===== config.mk =====
export PLATFORM = sky130hd
export DESIGN_NAME = vgbi_front
export DESIGN_NICKNAME = d
export VERILOG_FILES = /design/src/rtl/vgbi_pkg.sv /design/src/rtl/vgbi_front.sv
export SDC_FILE = /design/constraint.sdc
export NUM_CORES = 1
export LEC_CHECK = 0
export BUFFER_PORTS_ARGS = -buffer_cell sky130_fd_sc_hd__buf_2
export CAP_MARGIN = 5
export CORE_AREA = 2 2 127 129
export DETAILED_ROUTE_END_ITERATION = 6
export DIE_AREA = 0 0 129 131
export PLACE_DENSITY = 0.8
export SLEW_MARGIN = 20
export SYNTH_ARGS = -nofsm -noshare
export SYNTH_HDL_FRONTEND = slang
export SYNTH_SLANG_ARGS = --single-unit
export TNS_END_PERCENT = 30

===== constraint.sdc =====
create_clock -name aclk -period 8.5 [get_ports aclk]
set_input_delay 0.85 -clock aclk [delete_from_list [all_inputs] [get_ports aclk]]
set_output_delay 0.85 -clock aclk [all_outputs]
set_load 0.02 [all_outputs]

===== src/rtl/vgbi_pkg.sv =====
// ============================================================================
// vgbi_pkg
// Shared types and constants of the vector grid bilinear interpolator.
// ============================================================================
package vgbi_pkg;

    // Fixed field widths of the stream payloads.
    localparam int VAL_BITS      = 32;
    localparam int COORD_BITS    = 25;
    localparam int ROW_FIELD_W   = 8;
    localparam int COL_FIELD_W   = 9;
    localparam int IN_TDATA_W    = 168;
    localparam int OUT_TDATA_W   = 96;
    localparam int NODE_DATA_W   = 3 * VAL_BITS;

    // Bit offsets inside s_tdata.
    localparam int OFS_ROW = 0;
    localparam int OFS_COL = 8;
    localparam int OFS_X   = 17;
    localparam int OFS_LON = 113;
    localparam int OFS_LAT = 138;

    // Grid geometry and arithmetic defaults.
    localparam int DEF_LAT_ROWS   = 181;
    localparam int DEF_LON_COLS   = 361;
    localparam int DEF_FRAC_BITS  = 16;
    localparam int VALUE_WIDTH    = 32;
    localparam int LON_ORIGIN_DEG = 180;
    localparam int LAT_ORIGIN_DEG = 90;

    // Queue depths.
    localparam int CMD_DEPTH = 4;
    localparam int OUT_DEPTH = 8;

    // Request kinds carried on s_tuser.
    localparam logic MODE_LOAD  = 1'b0;
    localparam logic MODE_QUERY = 1'b1;

    // Control part of one queued request.
    typedef struct packed {
        logic is_query;
        logic in_range;
        logic fu_nz;
        logic fv_nz;
    } vgbi_ctl_t;

endpackage


===== src/rtl/vgbi_front.sv =====
// ============================================================================
// vgbi_front
// Accepts requests, range-checks loads and clamps and splits query points.
// ============================================================================
module vgbi_front import vgbi_pkg::*; #(
    parameter int LAT_ROWS  = DEF_LAT_ROWS,
    parameter int LON_COLS  = DEF_LON_COLS,
    parameter int FRAC_BITS = DEF_FRAC_BITS
) (
    input  logic                        aclk,
    input  logic                        aresetn,
    input  logic                        s_tvalid,
    output logic                        s_tready,
    input  logic [IN_TDATA_W-1:0]       s_tdata,
    input  logic                        s_tuser,
    output logic                        q_valid,
    input  logic                        q_ready,
    output vgbi_ctl_t                   q_ctl,
    output logic [$clog2(LAT_ROWS)-1:0] q_row,
    output logic [$clog2(LON_COLS)-1:0] q_col,
    output logic [FRAC_BITS-1:0]        q_fu,
    output logic [FRAC_BITS-1:0]        q_fv,
    output logic [NODE_DATA_W-1:0]      q_data
);

    localparam int RW  = $clog2(LAT_ROWS);
    localparam int CIW = $clog2(LON_COLS);
    localparam int CW  = (FRAC_BITS + 10 > 27) ? FRAC_BITS + 10 : 27;
    localparam logic signed [CW-1:0] LON_OFS =
        CW'(longint'(LON_ORIGIN_DEG) << FRAC_BITS);
    localparam logic signed [CW-1:0] LAT_OFS =
        CW'(longint'(LAT_ORIGIN_DEG) << FRAC_BITS);
    localparam logic signed [CW-1:0] LON_HI =
        CW'(longint'(LON_COLS - 1) << FRAC_BITS);
    localparam logic signed [CW-1:0] LAT_HI =
        CW'(longint'(LAT_ROWS - 1) << FRAC_BITS);

    logic                     valid_reg;
    vgbi_ctl_t                ctl_reg, ctl_next;
    logic [RW-1:0]            row_reg, row_next;
    logic [CIW-1:0]           col_reg, col_next;
    logic [FRAC_BITS-1:0]     fu_reg, fu_next;
    logic [FRAC_BITS-1:0]     fv_reg, fv_next;
    logic [NODE_DATA_W-1:0]   data_reg;

    logic [ROW_FIELD_W-1:0]   f_row;
    logic [COL_FIELD_W-1:0]   f_col;
    logic signed [COORD_BITS-1:0] f_lon, f_lat;
    logic signed [CW-1:0]     lon_c, lat_c;
    logic                     accept;

    assign f_row    = s_tdata[OFS_ROW +: ROW_FIELD_W];
    assign f_col    = s_tdata[OFS_COL +: COL_FIELD_W];
    assign f_lon    = s_tdata[OFS_LON +: COORD_BITS];
    assign f_lat    = s_tdata[OFS_LAT +: COORD_BITS];
    assign s_tready = !valid_reg || q_ready;
    assign accept   = s_tvalid && s_tready;

    // Offset to the grid origin and clamp to the grid extent.
    always_comb begin
        lon_c = CW'(f_lon) + LON_OFS;
        lat_c = CW'(f_lat) + LAT_OFS;
        if (lon_c < 0) begin
            lon_c = '0;
        end else if (lon_c > LON_HI) begin
            lon_c = LON_HI;
        end
        if (lat_c < 0) begin
            lat_c = '0;
        end else if (lat_c > LAT_HI) begin
            lat_c = LAT_HI;
        end
    end

    always_comb begin
        ctl_next.is_query = (s_tuser == MODE_QUERY);
        ctl_next.in_range = (32'(f_row) < LAT_ROWS) && (32'(f_col) < LON_COLS);
        fu_next           = lon_c[FRAC_BITS-1:0];
        fv_next           = lat_c[FRAC_BITS-1:0];
        ctl_next.fu_nz    = (fu_next != '0);
        ctl_next.fv_nz    = (fv_next != '0);
        if (ctl_next.is_query) begin
            row_next = lat_c[FRAC_BITS +: RW];
            col_next = lon_c[FRAC_BITS +: CIW];
        end else begin
            row_next = f_row[RW-1:0];
            col_next = f_col[CIW-1:0];
        end
    end

    always_ff @(posedge aclk) begin
        if (!aresetn) begin
            valid_reg <= 1'b0;
        end else if (s_tready) begin
            valid_reg <= s_tvalid;
        end
    end

    always_ff @(posedge aclk) begin
        if (accept) begin
            ctl_reg  <= ctl_next;
            row_reg  <= row_next;
            col_reg  <= col_next;
            fu_reg   <= fu_next;
            fv_reg   <= fv_next;
            data_reg <= s_tdata[OFS_X +: NODE_DATA_W];
        end
    end

    assign q_valid = valid_reg;
    assign q_ctl   = ctl_reg;
    assign q_row   = row_reg;
    assign q_col   = col_reg;
    assign q_fu    = fu_reg;
    assign q_fv    = fv_reg;
    assign q_data  = data_reg;

endmodule


==> flow_summary.json <==
{
  "status": "finished, final reports clean",
  "hold_viol": 0,
  "drtAntennaViolNets": 0,
  "slew_headroom_pct": 33.23,
  "min_period_ns": 2.909,
  "max_freq_mhz": 343.8,
  "gr-usage-all-layers_pct": 16.52,
  "fin_nets": 838,
  "cts-root-buf": "clkbuf_16",
  "cts_tree": "yes",
  "grt_max_degree": 84,
  "ys_async_sr_fraction_pct": 0,
  "crit_path_start_kind": "primary input",
  "io_pins": 324,
  "path_class": "in2reg",
  "clk_pin_slew_ns": 0.06,
  "dpl_cell_area_sq_um": 7498,
  "switching_share_pct": 24.20,
  "clock_power_share_pct": 41.9,
  "finalSetupTns_ns": 0,
  "hold_class": "reg2reg",
  "placedCellCount": 859,
  "pwr-share-comb_pct": 12.0,
  "fp.dieH_microns": 131,
  "cp_max_fo": 22,
  "overflow": 0,
  "dieArea_sq_um": 16900,
  "synth_edf_count": 149,
  "stdcell_count": 892,
  "finalPower_mw": 1.925,
  "syn_area_per_cell_sq_um": 16.88,
  "cts_buffers": 17,
  "ir_drop_mv": 0.1497,
  "yosysWarnings": 0,
  "min_to": "q_valid",
  "final_common_cell": "buf_2",
  "fin_util_pct": 52.22,
  "worst_skew_pair.late_latency_ns": 0.41,
  "synth_cell_types": 51,
  "synthFlopType": "edfxtp_1",
  "clock-sinks": 150,
  "postCtsSetupBuffers": 0,
  "yosysSeqAreaShare_pct": 78.79,
  "worstMarginPinSlew_ns": 1.002,
  "design_area_sq_um": 8145,
  "rrSetupSlack_ns": 5.93,
  "finClkSkew_ns": 0.006708,
  "io_buffers": 318,
  "grt_pass1_wl_microns": 20890,
  "die_w_microns": 129,
  "r2r-end": "q_data[55]",
  "maxSlewViolCount": 0,
  "antenna_found_initial": 2,
  "drtIter0Drc": 199,
  "fp-row-count": 46,
  "required_ns": 8.65,
  "finalSetupViolations": 0,
  "num_vias": 4127,
  "whs_ns": 0.5699,
  "dp_hpwl_microns": 11620,
  "dr.pass1.iters": 7,
  "final_layout_size_suffix_gt1_share_pct": 53.12,
  "ff2ff_path_depth": 3,
  "p_leak_nw": 3.448,
  "layout_common_cells": "318 x buf_2, 149 x edfxtp_1, 38 x and2_1",
  "h-tree-depth": 4,
  "routabilityCongestion": 0.8576,
  "crit_arrival_ns": 3.06,
  "route.detailed.drc": 0,
  "core_area_sq_um": 15600,
  "crit_path_end_kind": "flip-flop",
  "finalWirelength_microns": 14970,
  "synth_cells": 338,
  "p_per_area_nw_per_um2": 236.3,
  "holdPathStages": 2,
  "r2r_start": "q_valid",
  "via_per_inst": 4.627,
  "cap_viol_max_count": 0,
  "cts_buffer_depth": 2,
  "area_growth_pct": 42.79,
  "post-route-period-util_pct": 34.22,
  "p_sw_uw": 465.9,
  "initial_utilization_pct": 36.57,
  "rsz0062_at_grt": "no",
  "p_int_mw": 1.459,
  "p_seq_share_pct": 46.1,
  "detail_route.wl_per_cell_microns": 16.78,
  "ctsHoldBuffers": 0,
  "synth.net_count": 514,
  "syn-cell-area_sq_um": 5704,
  "first_global_vias": 3931,
  "pre_cts_ws_ns": 5.176,
  "synth_seq_cells": 150,
  "worstHoldStart": "q_valid",
  "cts_resized": 0,
  "worst_slack_ns": 5.591
}
## flip-flops by register name (all words and copies together) (netlist names)
signal	flops
q_row	8
q_data	96
q_fv	16
q_ctl	4
q_col	9
q_fu	16
q_valid	1
## cells in the mapped netlist, drive strengths merged, types with 2 or more instances
master | n | area [sq um]
nor4 | 9 | 56.30
a31oi | 4 | 25.02
nor2b | 4 | 27.53
a31o | 2 | 17.52
a221o | 2 | 20.02
edfxtp | 149 | 4474
nand2b | 4 | 25.02
and2 | 39 | 244.0
o2bb2ai | 3 | 26.28
o21ai | 10 | 50.04
a21oi | 12 | 60.06
xor2 | 2 | 17.52
o31a | 2 | 17.52
a22o | 6 | 52.55
ha | 3 | 37.54
nand4b | 2 | 17.52
a211o | 3 | 26.28
nor3 | 4 | 25.02
a211oi | 2 | 27.53
xnor2 | 2 | 17.52
nor2 | 13 | 48.80
buf | 10 | 62.56
nand3 | 6 | 30.03
nor3b | 2 | 15.01
nand2 | 9 | 33.78
or3 | 3 | 18.77
inv | 8 | 30.03
a21boi | 2 | 15.01
clkbuf | 4 | 15.01
## kinds of logic after synthesis
kind of cell               synth area share [%]
xor gates and xnor gates                 0.6143
AOI/OAI and AO/OA                         7.787
adders and majority gates                0.6581
DFF                                       78.79
and+or+nand+nor                           10.27
buffers and inverters                     1.886
## metal layers
| layer | global-route usage (%) | vias up | wire length (microns) |
|---|---|---|---|
| met5 | 0 | - | 0 |
| met4 | 6.969 | 0 | 319 |
| met3 | 4.886 | 19 | 1195 |
| met2 | 28.23 | 206 | 7735 |
| met1 | 19.57 | 1945 | 5717 |
| li1 | - | 1957 | - |
## worst max-delay path: stages
cell and delay (ns):
buf_2 0.15, ha_1 0.29, o31a_1 0.42, a221oi_2 0.30, a2bb2oi_2 0.61, nor2b_1 0.13
a221o_1 0.29
## power groups by stage
stage,Combinational [mW],Sequential [mW],Clock [mW]
3_5_place_dp,0.232,0.903,0
4_1_cts,0.233,0.887,0.822
6_report,0.232,0.886,0.807
2_1_floorplan,0.0648,0.971,0
5_1_grt,0.250,0.891,0.849
3_3_place_gp,0.228,0.900,0
## area by class of cell
type,instances,area [sq um]
inverters,8,30.03
repair buffers,319,1599
fillers,1355,7452
clock inverters,14,210.2
multi-input cells,166,1111
flip-flops and latches,150,4494
diodes,2,5.005
well taps,216,270.3
clock buffers,17,425.4
## worst max-delay path by stage
stage | cells after the start | to | startpoint
floorplan | 2 | q_col[0] | q_ready
global placement | 7 | q_row[4] | s_tdata[155]
detailed placement | 7 | q_row[2] | s_tdata[155]
CTS | 7 | q_row[2] | s_tdata[155]
global route | 8 | q_row[2] | s_tdata[155]
finish | 7 | q_row[2] | s_tdata[155]
Note: power is estimated with default switching activity, not from simulation.
