### src/rtl/vgbi_fifo.sv
// ============================================================================
// vgbi_fifo
// Small register-based first-in first-out queue with valid/ready sides.
// ============================================================================
module vgbi_fifo #(
    parameter int WIDTH = 8,
    parameter int DEPTH = 4
) (
    input  logic             aclk,
    input  logic             aresetn,
    input  logic             in_valid,
    output logic             in_ready,
    input  logic [WIDTH-1:0] in_data,
    output logic             out_valid,
    input  logic             out_ready,
    output logic [WIDTH-1:0] out_data
);

    localparam int PW = $clog2(DEPTH);
    localparam int CW = $clog2(DEPTH + 1);

    logic [WIDTH-1:0] mem_reg [DEPTH];
    logic [PW-1:0]    wr_ptr_reg, wr_ptr_next;
    logic [PW-1:0]    rd_ptr_reg, rd_ptr_next;
    logic [CW-1:0]    cnt_reg, cnt_next;
    logic             push, pop;

    assign in_ready  = (cnt_reg != CW'(DEPTH));
    assign out_valid = (cnt_reg != '0);
    assign out_data  = mem_reg[rd_ptr_reg];
    assign push      = in_valid && in_ready;
    assign pop       = out_valid && out_ready;

    always_comb begin
        wr_ptr_next = wr_ptr_reg;
        rd_ptr_next = rd_ptr_reg;
        cnt_next    = cnt_reg;
        if (push) begin
            wr_ptr_next = (wr_ptr_reg == PW'(DEPTH - 1)) ? '0 : wr_ptr_reg + PW'(1);
        end
        if (pop) begin
            rd_ptr_next = (rd_ptr_reg == PW'(DEPTH - 1)) ? '0 : rd_ptr_reg + PW'(1);
        end
        if (push && !pop) begin
            cnt_next = cnt_reg + CW'(1);
        end else if (pop && !push) begin
            cnt_next = cnt_reg - CW'(1);
        end
    end

    always_ff @(posedge aclk) begin
        if (!aresetn) begin
            wr_ptr_reg <= '0;
            rd_ptr_reg <= '0;
            cnt_reg    <= '0;
        end else begin
            wr_ptr_reg <= wr_ptr_next;
            rd_ptr_reg <= rd_ptr_next;
            cnt_reg    <= cnt_next;
        end
    end

    always_ff @(posedge aclk) begin
        if (push) begin
            mem_reg[wr_ptr_reg] <= in_data;
        end
    end

endmodule

### config.mk
export PLATFORM = sky130hd
export DESIGN_NAME = vgbi_fifo
export DESIGN_NICKNAME = d
export VERILOG_FILES = /design/src/rtl/vgbi_fifo.sv
export SDC_FILE = /design/constraint.sdc
export NUM_CORES = 1
export LEC_CHECK = 0
export BUFFER_PORTS_ARGS = -buffer_cell sky130_fd_sc_hd__buf_2
export CELL_PAD_IN_SITES_DETAIL_PLACEMENT = 0
export CELL_PAD_IN_SITES_GLOBAL_PLACEMENT = 2
export CORE_UTILIZATION = 35
export DETAILED_ROUTE_END_ITERATION = 7
export PLACE_DENSITY = 0.69
export SETUP_SLACK_MARGIN = 0.3
export SYNTH_ARGS = -nofsm -noshare
export SYNTH_HDL_FRONTEND = slang
export SYNTH_SLANG_ARGS = --single-unit
### constraint.sdc
create_clock -name aclk -period 6.82 [get_ports aclk]
set_input_delay 0.682 -clock aclk [delete_from_list [all_inputs] [get_ports aclk]]
set_output_delay 0.682 -clock aclk [all_outputs]
set_load 0.03 [all_outputs]
==> flow_metrics.env, run 1 <==
export IMPL_outcome="complete, no violations"
export IMPL_drtPass1Iterations=4
export IMPL_cp_required_ps=7030
export IMPL_tightest_slew_ps=558
export IMPL_via_count=851
export IMPL_clock_root_buffer="sky130_fd_sc_hd__clkbuf_8"
export IMPL_design_portCount=22
export IMPL_wire_per_inst_um=15.1
export IMPL_timing_slew_headroom_pct=62.5
export IMPL_finClkSkew_ps=11.4
export IMPL_drt_iter0_markers=33
export IMPL_cts_clk_slew_worst_paths_ps=70
export IMPL_n_antenna_cell=0
export IMPL_setup_violations=0
export IMPL_yosys_most_used_dff="sky130_fd_sc_hd__edfxtp_1"
export IMPL_tritoncts_buffer_count=5
export IMPL_worst_r2r_path_depth=7
export IMPL_yosysSeqAreaShare_pct=69.8
export IMPL_static_leakage_power_nw=0.680
export IMPL_setup_tns_final_ps=0
export IMPL_finalWorstPathRequiredPeriod_ps=2430
export IMPL_synth_edf_count=32
export IMPL_synth_avg_cell_area_sq_um=17.6
export IMPL_tritoncts_clock_tree="built"
export IMPL_largest_register_ff_count=32
export IMPL_number_of_nets_with_antenna_violations_after_routing=0
export IMPL_yosys_cell_count_top_type="sky130_fd_sc_hd__edfxtp_1"
export IMPL_design_core_area_sq_um=4410
export IMPL_clk_latency_ps=290
export IMPL_fp_rows=24
export IMPL_synth_area_top_cells="sky130_fd_sc_hd__edfxtp_1 (59%), sky130_fd_sc_hd__dfxtp_1 (11%), sky130_fd_sc_hd__mux4_2 (11%)"
export IMPL_crit_type="reg -> reg"
export IMPL_max_clock_freq_mhz=412
export IMPL_post_synth_top_area_fraction_pct=58.8
export IMPL_final_nets=136
export IMPL_via_per_inst=5.01
export IMPL_detail_route_drc_violations=0
export IMPL_initial_utilization_pct=37.0
export IMPL_chipHeight_um=70.4
export IMPL_post_syn_area_sq_um=1640
export IMPL_port_buffers=21
export IMPL_fin_total_pwr_mw=0.711
export IMPL_grt_pass1_wl_mm=4.15
export IMPL_grt_setup_unrepaired="false"
export IMPL_ys_async_sr_fraction_pct=0
export IMPL_cts_setup_buffers=0
export IMPL_fin_area_sq_um=1870
export IMPL_critical_path_startpoint_type="flop"
export IMPL_post_dp_cell_area_sq_um=1790
export IMPL_die_area_sq_um=4950
export IMPL_cap_viol_max_count=0
export IMPL_top_cell_types_by_occurrence_after_synthesis="sky130_fd_sc_hd__edfxtp_1 (32), sky130_fd_sc_hd__dfxtp_1 (9), sky130_fd_sc_hd__mux4_2 (8), sky130_fd_sc_hd__ha_1 (6), sky130_fd_sc_hd__nand2_1 (5)"
export IMPL_min_path_cells=2
export IMPL_ctsHtreeMaxLevel=2
export IMPL_place_congestion=0.702
export IMPL_final_max_slew_viol_count=0
export IMPL_hold_viol_final=0
export IMPL_syn_inst=93
export IMPL_power_density_cell_area_nw_per_um2=379
export IMPL_tritoncts_num_sinks=41
export IMPL_synth_top_cell_by_area="sky130_fd_sc_hd__edfxtp_1"
export IMPL_min_path_type="reg -> reg"
export IMPL_layout_core_utilization_pct=42.5
export IMPL_grt_max_degree=14
export IMPL_ctsLongestPathBuffers=2
export IMPL_postSynthRegisterBits=41
export IMPL_post_dp_hpwl_mm=1.79
export IMPL_worstPathMaxFanout=5
export IMPL_ratio_of_cells_with_drive_above_1_in_the_final_layout_pct=36.4
export IMPL_antenna_found_initial=0
export IMPL_cp_end_kind="flop"
export IMPL_cp_arrival_ps=2630
export IMPL_die_w_um=70.4
export IMPL_grt_total_usage_pct=11.8
export IMPL_layout_area_overhead_vs_synth_pct=14.6
export IMPL_ir_worst_vdd_v=0.000138
export IMPL_drt_total_wl_mm=2.57
export IMPL_synth_warnings=0
export IMPL_post_cts_resized_instances=0
export IMPL_timing_final_crit_share_pct=35.6
export IMPL_synthDistinctLibCells=26
export IMPL_hold_buf_cts=0
export IMPL_synth_fp_nets=112
export IMPL_overflow=0
export IMPL_number_of_global_route_vias_before_repair=847
## stage by stage
step / setup WS (ps) / std cells / hold slack (ps)
3_5_place_dp: 4340 / 162 / 502
6_report: 4390 / 170 / 508
3_3_place_gp: 4440 / 162 / 494
2_1_floorplan: 4540 / 93 / 468
5_1_grt: 4190 / 170 / 548
4_1_cts: 4340 / 170 / 510
## cell type report
type                            instances  area [sq um]
Fill cell                             393          2540
Clock inverter                          3          17.5
Tap cell                               52          65.1
Clock buffer                            5          68.8
Timing Repair Buffer                   21           105
Inverter                                3          11.3
Sequential cell                        41          1140
Multi-Input combinational cell         45           465
## path summary, 6_finish.rpt
path | slack, ps | start | endpoint
setup / recovery | 4390 | cnt_reg[0]$_SDFFE_PN0P_ | cnt_reg[2]$_SDFFE_PN0P_
hold / removal | 510 | wr_ptr_reg[1]$_SDFFE_PN0P_ | wr_ptr_reg[1]$_SDFFE_PN0P_
setup reg to reg | 4390 | cnt_reg[0]$_SDFFE_PN0P_ | cnt_reg[2]$_SDFFE_PN0P_
hold reg to reg | 510 | wr_ptr_reg[1]$_SDFFE_PN0P_ | wr_ptr_reg[1]$_SDFFE_PN0P_
## cell usage in the layout, fill, tap and decap left out
cell | netlist | final
sky130_fd_sc_hd__ha_1 | 6 | 6
sky130_fd_sc_hd__nand2_1 | 5 | 5
sky130_fd_sc_hd__clkinv_2 | 0 | 1
sky130_fd_sc_hd__xor2_1 | 1 | 1
sky130_fd_sc_hd__clkbuf_8 | 0 | 5
sky130_fd_sc_hd__xnor2_1 | 1 | 1
sky130_fd_sc_hd__a21boi_0 | 1 | 1
sky130_fd_sc_hd__fa_1 | 1 | 1
sky130_fd_sc_hd__or3_2 | 2 | 2
sky130_fd_sc_hd__buf_2 | 1 | 21
sky130_fd_sc_hd__nand4_1 | 1 | 1
sky130_fd_sc_hd__edfxtp_1 | 32 | 32
sky130_fd_sc_hd__clkinv_4 | 0 | 1
sky130_fd_sc_hd__and2_1 | 1 | 1
sky130_fd_sc_hd__nor2b_1 | 1 | 1
sky130_fd_sc_hd__inv_1 | 3 | 3
sky130_fd_sc_hd__mux4_2 | 8 | 8
sky130_fd_sc_hd__mux2i_1 | 2 | 2
sky130_fd_sc_hd__and3_2 | 4 | 4
sky130_fd_sc_hd__nor2_1 | 2 | 2
sky130_fd_sc_hd__or3b_1 | 1 | 1
sky130_fd_sc_hd__o31ai_1 | 1 | 1
sky130_fd_sc_hd__clkinv_1 | 0 | 1
sky130_fd_sc_hd__dfxtp_1 | 9 | 9
sky130_fd_sc_hd__and2_4 | 1 | 1
sky130_fd_sc_hd__nand3_1 | 2 | 2
sky130_fd_sc_hd__o21ai_0 | 4 | 4
## report_power, final
group          internal (mW)  switching [mW]
Clock                 0.0706          0.0806
Combinational         0.0944           0.124
Sequential             0.308          0.0330
Total                  0.473           0.238
## kinds of logic after synthesis
logic type                 after synthesis  synth area share, %
AOI/OAI and AO/OA                        6                 2.14
and+or+nand+nor                         20                 7.19
buffers and inverters                    7                 1.76
DFF                                     41                 69.8
xor gates and xnor gates                 2                 1.07
adders and majority gates                7                 5.81
muxes                                   10                 12.2
## layer usage
layer | global-route usage, % | vias up | routed length [um]
li1 | - | 402 | -
met1 | 14.1 | 423 | 1130
met2 | 17.8 | 20 | 1250
met3 | 4.76 | 6 | 130
met4 | 6.67 | 0 | 61
met5 | 0 | - | 0
## critical path, stage by stage, from the launching register on
cell and delay, ps:
sky130_fd_sc_hd__dfxtp_1 360, sky130_fd_sc_hd__o31ai_1 520, sky130_fd_sc_hd__ha_1 290, sky130_fd_sc_hd__inv_1 60, sky130_fd_sc_hd__fa_1 370, sky130_fd_sc_hd__xor2_1 160
sky130_fd_sc_hd__or3_2 400, sky130_fd_sc_hd__a21boi_0 190
(Power assumes the default switching activity.)
==> run 2, diff against run 1 <==
==> constraint.sdc (replaced) <==
create_clock -name aclk -period 2.5 [get_ports aclk]
set_input_delay 0.25 -clock aclk [delete_from_list [all_inputs] [get_ports aclk]]
set_output_delay 0.25 -clock aclk [all_outputs]
set_load 0.03 [all_outputs]
==> run 2 against run 1 <==
Compared with the run above:
- wire length grew 2.8%
- setup slack lost 4000 ps
- flip-flop and latch count is the same
- fmax grew 16%
- clock skew shrank 6.3 ps
- combinational power grew to 2.9 times the previous value
- global-route usage grew 0.43 points
- total power grew to 2.8 times the previous value
- critical path type unchanged
==> flow_metrics.env, run 2 (synthesis results as in run 1) <==
export IMPL_fin_area_sq_um=1920
export IMPL_worst_setup_timing_slack_at_the_placement_stage_ps=250
export IMPL_cp_end_kind="flop"
export IMPL_die_w_um=70.4
export IMPL_initial_utilization_pct=37.0
export IMPL_tritoncts_num_sinks=41
export IMPL_design_core_area_sq_um=4410
export IMPL_grt_max_degree=14
export IMPL_cap_viol_max_count=0
export IMPL_antenna_found_initial=0
export IMPL_tritoncts_buffer_count=5
export IMPL_max_clock_freq_mhz=476
export IMPL_critical_path_startpoint_type="flop"
export IMPL_post_dp_cell_area_sq_um=1800
export IMPL_cp_arrival_ps=2320
export IMPL_grt_total_usage_pct=12.2
export IMPL_timing_slew_headroom_pct=63.3
export IMPL_clock_root_buffer="sky130_fd_sc_hd__clkbuf_8"
export IMPL_drt_total_wl_mm=2.64
export IMPL_ratio_of_cells_with_drive_above_1_in_the_final_layout_pct=43.3
export IMPL_post_dp_hpwl_mm=1.82
export IMPL_largest_register_ff_count=32
export IMPL_final_max_slew_viol_count=0
export IMPL_hold_buf_cts=0
export IMPL_grt_pass1_wl_mm=4.37
export IMPL_hold_ws_ps=171
export IMPL_seq_area_sq_um=1150
export IMPL_design_portCount=22
export IMPL_ir_worst_vdd_v=0.000386
export IMPL_clk_latency_ps=290
export IMPL_hold_viol_final=0
export IMPL_port_buffers=21
export IMPL_number_of_global_route_vias_before_repair=900
export IMPL_die_area_sq_um=4950
export IMPL_timing_final_crit_share_pct=84.0
export IMPL_final_nets=138
export IMPL_timing_final_ws_setup_ps=401
export IMPL_fin_total_pwr_mw=2.01
export IMPL_setup_violations=0
export IMPL_crit_type="reg -> reg"
export IMPL_ctsHtreeMaxLevel=2
export IMPL_outcome="complete, no violations"
export IMPL_layout_common_cells="sky130_fd_sc_hd__edfxtp_1 (32), sky130_fd_sc_hd__buf_2 (21), sky130_fd_sc_hd__mux4_2 (8)"
export IMPL_worstPathMaxFanout=5
export IMPL_setup_tns_final_ps=0
export IMPL_grt_setup_unrepaired="false"
export IMPL_finalWorstPathRequiredPeriod_ps=2100
export IMPL_cp_required_ps=2720
export IMPL_layout_commonest_cell="sky130_fd_sc_hd__edfxtp_1"
export IMPL_ctsLongestPathBuffers=2
export IMPL_cts_clk_slew_worst_paths_ps=80
export IMPL_power_density_cell_area_nw_per_um2=1050
export IMPL_drt_iter0_markers=63
export IMPL_min_path_type="in -> reg"
export IMPL_finClkSkew_ps=5.12
export IMPL_n_antenna_cell=0
export IMPL_layout_area_overhead_vs_synth_pct=17.2
export IMPL_static_leakage_power_nw=0.691
export IMPL_detail_route_drc_violations=0
export IMPL_tightest_slew_ps=550
export IMPL_via_per_inst=4.85
export IMPL_tritoncts_clock_tree="built"
export IMPL_place_congestion=0.646
export IMPL_overflow=0
export IMPL_fp_rows=24
export IMPL_chipHeight_um=70.4
export IMPL_drtPass1Iterations=6
export IMPL_multiInputGateArea_sq_um=487
export IMPL_wire_per_inst_um=15.4
export IMPL_fillerInstances=409
export IMPL_via_count=834
export IMPL_number_of_nets_with_antenna_violations_after_routing=0
[run 2: through the flow]
step	instances	utilization [%]
global route	172	43.4
floorplan	93	-
global placement	163	40.7
finish	172	43.4
CTS	171	42.9
detailed placement	163	40.7
[run 2: worst max-delay path, stage by stage (launching register included)]
cell	delay, ps
sky130_fd_sc_hd__dfxtp_4	370
sky130_fd_sc_hd__or3b_4	240
sky130_fd_sc_hd__and2_4	160
sky130_fd_sc_hd__ha_2	180
sky130_fd_sc_hd__inv_1	50
sky130_fd_sc_hd__fa_2	330
sky130_fd_sc_hd__xor2_1	160
sky130_fd_sc_hd__or3_2	410
sky130_fd_sc_hd__a21boi_1	120
[run 2: worst paths after layout]
check                        startpoint                          to  slack [ps]  depth (start not counted)
min                          in_data[4]     mem_reg[3][4]$_DFFE_PP_         170                          1
max             cnt_reg[2]$_SDFFE_PN0P_     cnt_reg[2]$_SDFFE_PN0P_         400                          8
max reg2reg     cnt_reg[2]$_SDFFE_PN0P_     cnt_reg[2]$_SDFFE_PN0P_         400                          8
min reg2reg  wr_ptr_reg[1]$_SDFFE_PN0P_  wr_ptr_reg[1]$_SDFFE_PN0P_         510                          2
[run 2: what timing repair did]
action | 4_1_cts | 5_1_grt
setup buffers | 0 | 1
pin swaps | 0 | 1
gates resized for setup | 6 | 3
setup endpoints to repair | 1 | 1
[run 2: area by class of cell]
type                    instances  share of cell area, %
multi-input cells              45                   25.4
flip-flops and latches         41                   59.9
clock inverters                 3                  0.914
clock buffers                   5                   3.59
repair buffers                 23                   6.27
inverters                       3                  0.587
well taps                      52                   3.39
[run 2: routing by layer]
layer	vias up	track usage, %	share of wire [%]
met5	-	0	0
met4	0	4.67	0.64
met3	2	5.05	4.3
met2	18	19.8	51
met1	409	14.3	44
li1	405	-	-
[run 2: power by group]
| group | internal [mW] | total, mW | leakage, nW | switching [mW] |
|---|---|---|---|---|
| combinational | 0.296 | 0.643 | 0.277 | 0.347 |
| clock | 0.193 | 0.417 | 0.0455 | 0.224 |
| sequential | 0.848 | 0.953 | 0.369 | 0.105 |
==> run 3, diff against run 2 <==
==> constraint.sdc (replaced) <==
create_clock -name aclk -period 2.05 [get_ports aclk]
set_input_delay 0.205 -clock aclk [delete_from_list [all_inputs] [get_ports aclk]]
set_output_delay 0.205 -clock aclk [all_outputs]
set_load 0.03 [all_outputs]
==> run 3 against run 2 <==
Compared with the run above:
- count of clock-buffer cells in the layout unchanged
- clock power increased by 52%
- fmax increased by 9.3%
- highest routed layer unchanged
- final area increased by 4.6%
- core utilization increased by 2.0 points
- wire length increased by 0.61%
- hold slack got worse by 43 ps
- sequential power increased by 19%
- critical endpoint unchanged
- die area unchanged
- clock skew decreased by 0.61 ps
==> flow_metrics.env, run 3 (synthesis results as in run 1) <==
export IMPL_tightest_slew_ps=412
export IMPL_cp_arrival_ps=2140
export IMPL_design_portCount=22
export IMPL_timing_final_crit_share_pct=93.7
export IMPL_ratio_of_cells_with_drive_above_1_in_the_final_layout_pct=46.4
export IMPL_port_buffers=21
export IMPL_worst_path_max_delay_cell="sky130_fd_sc_hd__dfxtp_4"
export IMPL_tritoncts_clock_tree="built"
export IMPL_crit_type="reg -> reg"
export IMPL_antenna_found_initial=0
export IMPL_grt_total_usage_pct=12.3
export IMPL_net_switching_power_mw=0.845
export IMPL_fp_rows=24
export IMPL_wire_per_inst_um=15.0
export IMPL_number_of_global_route_vias_before_repair=876
export IMPL_seq_area_sq_um=1150
export IMPL_setup_violations=0
export IMPL_post_dp_hpwl_mm=1.84
export IMPL_final_nets=143
export IMPL_hold_viol_final=0
export IMPL_clk_latency_ps=290
export IMPL_detail_route_drc_violations=0
export IMPL_final_max_slew_viol_count=0
export IMPL_cp_required_ps=2270
export IMPL_largest_register_ff_count=32
export IMPL_die_w_um=70.4
export IMPL_cp_num_buf_inv=1
export IMPL_n_antenna_cell=0
export IMPL_tritoncts_buffer_count=5
export IMPL_layout_area_overhead_vs_synth_pct=22.6
export IMPL_ctsHtreeMaxLevel=2
export IMPL_number_of_nets_with_antenna_violations_after_routing=0
export IMPL_worst_path_dominant_cell_family="simple AND/OR/NAND/NOR gates"
export IMPL_clock_power_share_pct=23.6
export IMPL_cp_end_kind="flop"
export IMPL_ir_worst_vdd_v=0.000458
export IMPL_tritoncts_num_sinks=41
export IMPL_cts_clk_slew_worst_paths_ps=80
export IMPL_timing_slew_headroom_pct=72.5
export IMPL_grt_max_degree=14
export IMPL_layout_commonest_cell="sky130_fd_sc_hd__edfxtp_1"
export IMPL_fillerInstances=380
export IMPL_finalWorstPathRequiredPeriod_ps=1920
export IMPL_fin_total_pwr_mw=2.68
export IMPL_static_leakage_power_nw=0.728
export IMPL_cap_viol_max_count=0
export IMPL_multiInputGateArea_sq_um=500
export IMPL_min_path_type="in -> reg"
export IMPL_setup_reg_to_reg_worst_slack_ps=130
export IMPL_cp_slowest_stage_delay_ps=370
export IMPL_drt_total_wl_mm=2.66
export IMPL_clock_root_buffer="sky130_fd_sc_hd__clkbuf_8"
export IMPL_initial_utilization_pct=37.0
export IMPL_grt_pass1_wl_mm=4.49
export IMPL_via_per_inst=4.79
export IMPL_combinationalPowerShare_pct=34.2
export IMPL_critical_path_startpoint_type="flop"
export IMPL_power_density_cell_area_nw_per_um2=1340
export IMPL_overflow=0
export IMPL_die_area_sq_um=4950
export IMPL_drtPass1Iterations=4
export IMPL_ctsLongestPathBuffers=2
export IMPL_worstPathMaxFanout=5
export IMPL_share_seq_of_total_power_pct=42.2
export IMPL_place_congestion=0.639
export IMPL_setup_tns_final_ps=0
export IMPL_via_count=848
export IMPL_drt_iter0_markers=72
export IMPL_design_core_area_sq_um=4410
export IMPL_hold_buf_cts=0
export IMPL_layout_common_cells="sky130_fd_sc_hd__edfxtp_1 (32), sky130_fd_sc_hd__buf_2 (20), sky130_fd_sc_hd__mux4_2 (8)"
export IMPL_internal_power_mw=1.84
export IMPL_crit_path_cell_chain="or3b_4 -> and2_4 -> ha_4 -> inv_2 -> fa_2 -> xor2_1 -> or3_4 -> a21boi_1"
export IMPL_max_clock_freq_mhz=521
export IMPL_outcome="complete, no violations"
export IMPL_power_share_switching_pct=31.5
export IMPL_grt_setup_unrepaired="true"
export IMPL_chipHeight_um=70.4
export IMPL_finClkSkew_ps=4.51
-- run 3: routing by layer --
metal,vias to the layer above,wire [um],part of all wire [%],GRT usage (%)
met5,-,0,0,0
met4,0,11,0.41,4.00
met3,2,111,4.2,4.91
met2,21,1290,48,19.6
met1,408,1250,47,15.1
li1,417,-,-,-
-- run 3: final cells by class --
class | instances | area share [%]
repair buffers | 28 | 8.36
multi-input cells | 45 | 25.0
flip-flops and latches | 41 | 57.4
clock buffers | 5 | 3.43
clock inverters | 3 | 2.06
inverters | 3 | 0.562
well taps | 52 | 3.25
-- run 3: worst register-to-register path, cell delays in order, from the launching register on --
cell and delay (ps):
sky130_fd_sc_hd__dfxtp_4 370, sky130_fd_sc_hd__or3b_4 240, sky130_fd_sc_hd__and2_4 150, sky130_fd_sc_hd__ha_4 130
sky130_fd_sc_hd__inv_2 40, sky130_fd_sc_hd__fa_2 350, sky130_fd_sc_hd__xor2_1 150, sky130_fd_sc_hd__or3_4 320
sky130_fd_sc_hd__a21boi_1 110
-- run 3: final timing paths --
kind,from,to,cells after the start
max,cnt_reg[2]$_SDFFE_PN0P_,cnt_reg[2]$_SDFFE_PN0P_,8
min,in_data[0],mem_reg[2][0]$_DFFE_PP_,1
max reg2reg,cnt_reg[2]$_SDFFE_PN0P_,cnt_reg[2]$_SDFFE_PN0P_,8
min reg2reg,wr_ptr_reg[1]$_SDFFE_PN0P_,wr_ptr_reg[1]$_SDFFE_PN0P_,2
-- run 3: timing repair --
action | CTS | global route
gates resized for setup | 4 | 3
buffers inserted | 3 | 1
endpoints found under the setup margin | 3 | 3
pin swaps | 3 | 1
-- run 3: per-stage QoR --
step                      cells  hold slack, ps  utilization, %  cell area, sq um  worst slack, ps
after floorplan              93             304               -              1670             50.9
after global placement      165             416            41.7              1840              155
after detailed placement    165             421            41.7              1840              112
after CTS                   176             114            45.1              1990              110
after global routing        177             116            45.4              2000             79.2
final                       177             128            45.4              2000              130
-- run 3: power by group through the flow --
stage          Combinational (mW)  Sequential [mW]  Clock (mW)
2_1_floorplan               0.674             1.11           0
3_3_place_gp                0.852             1.13           0
3_5_place_dp                0.853             1.14           0
4_1_cts                     0.910             1.13       0.652
5_1_grt                     0.991             1.15       0.692
6_report                    0.917             1.13       0.633
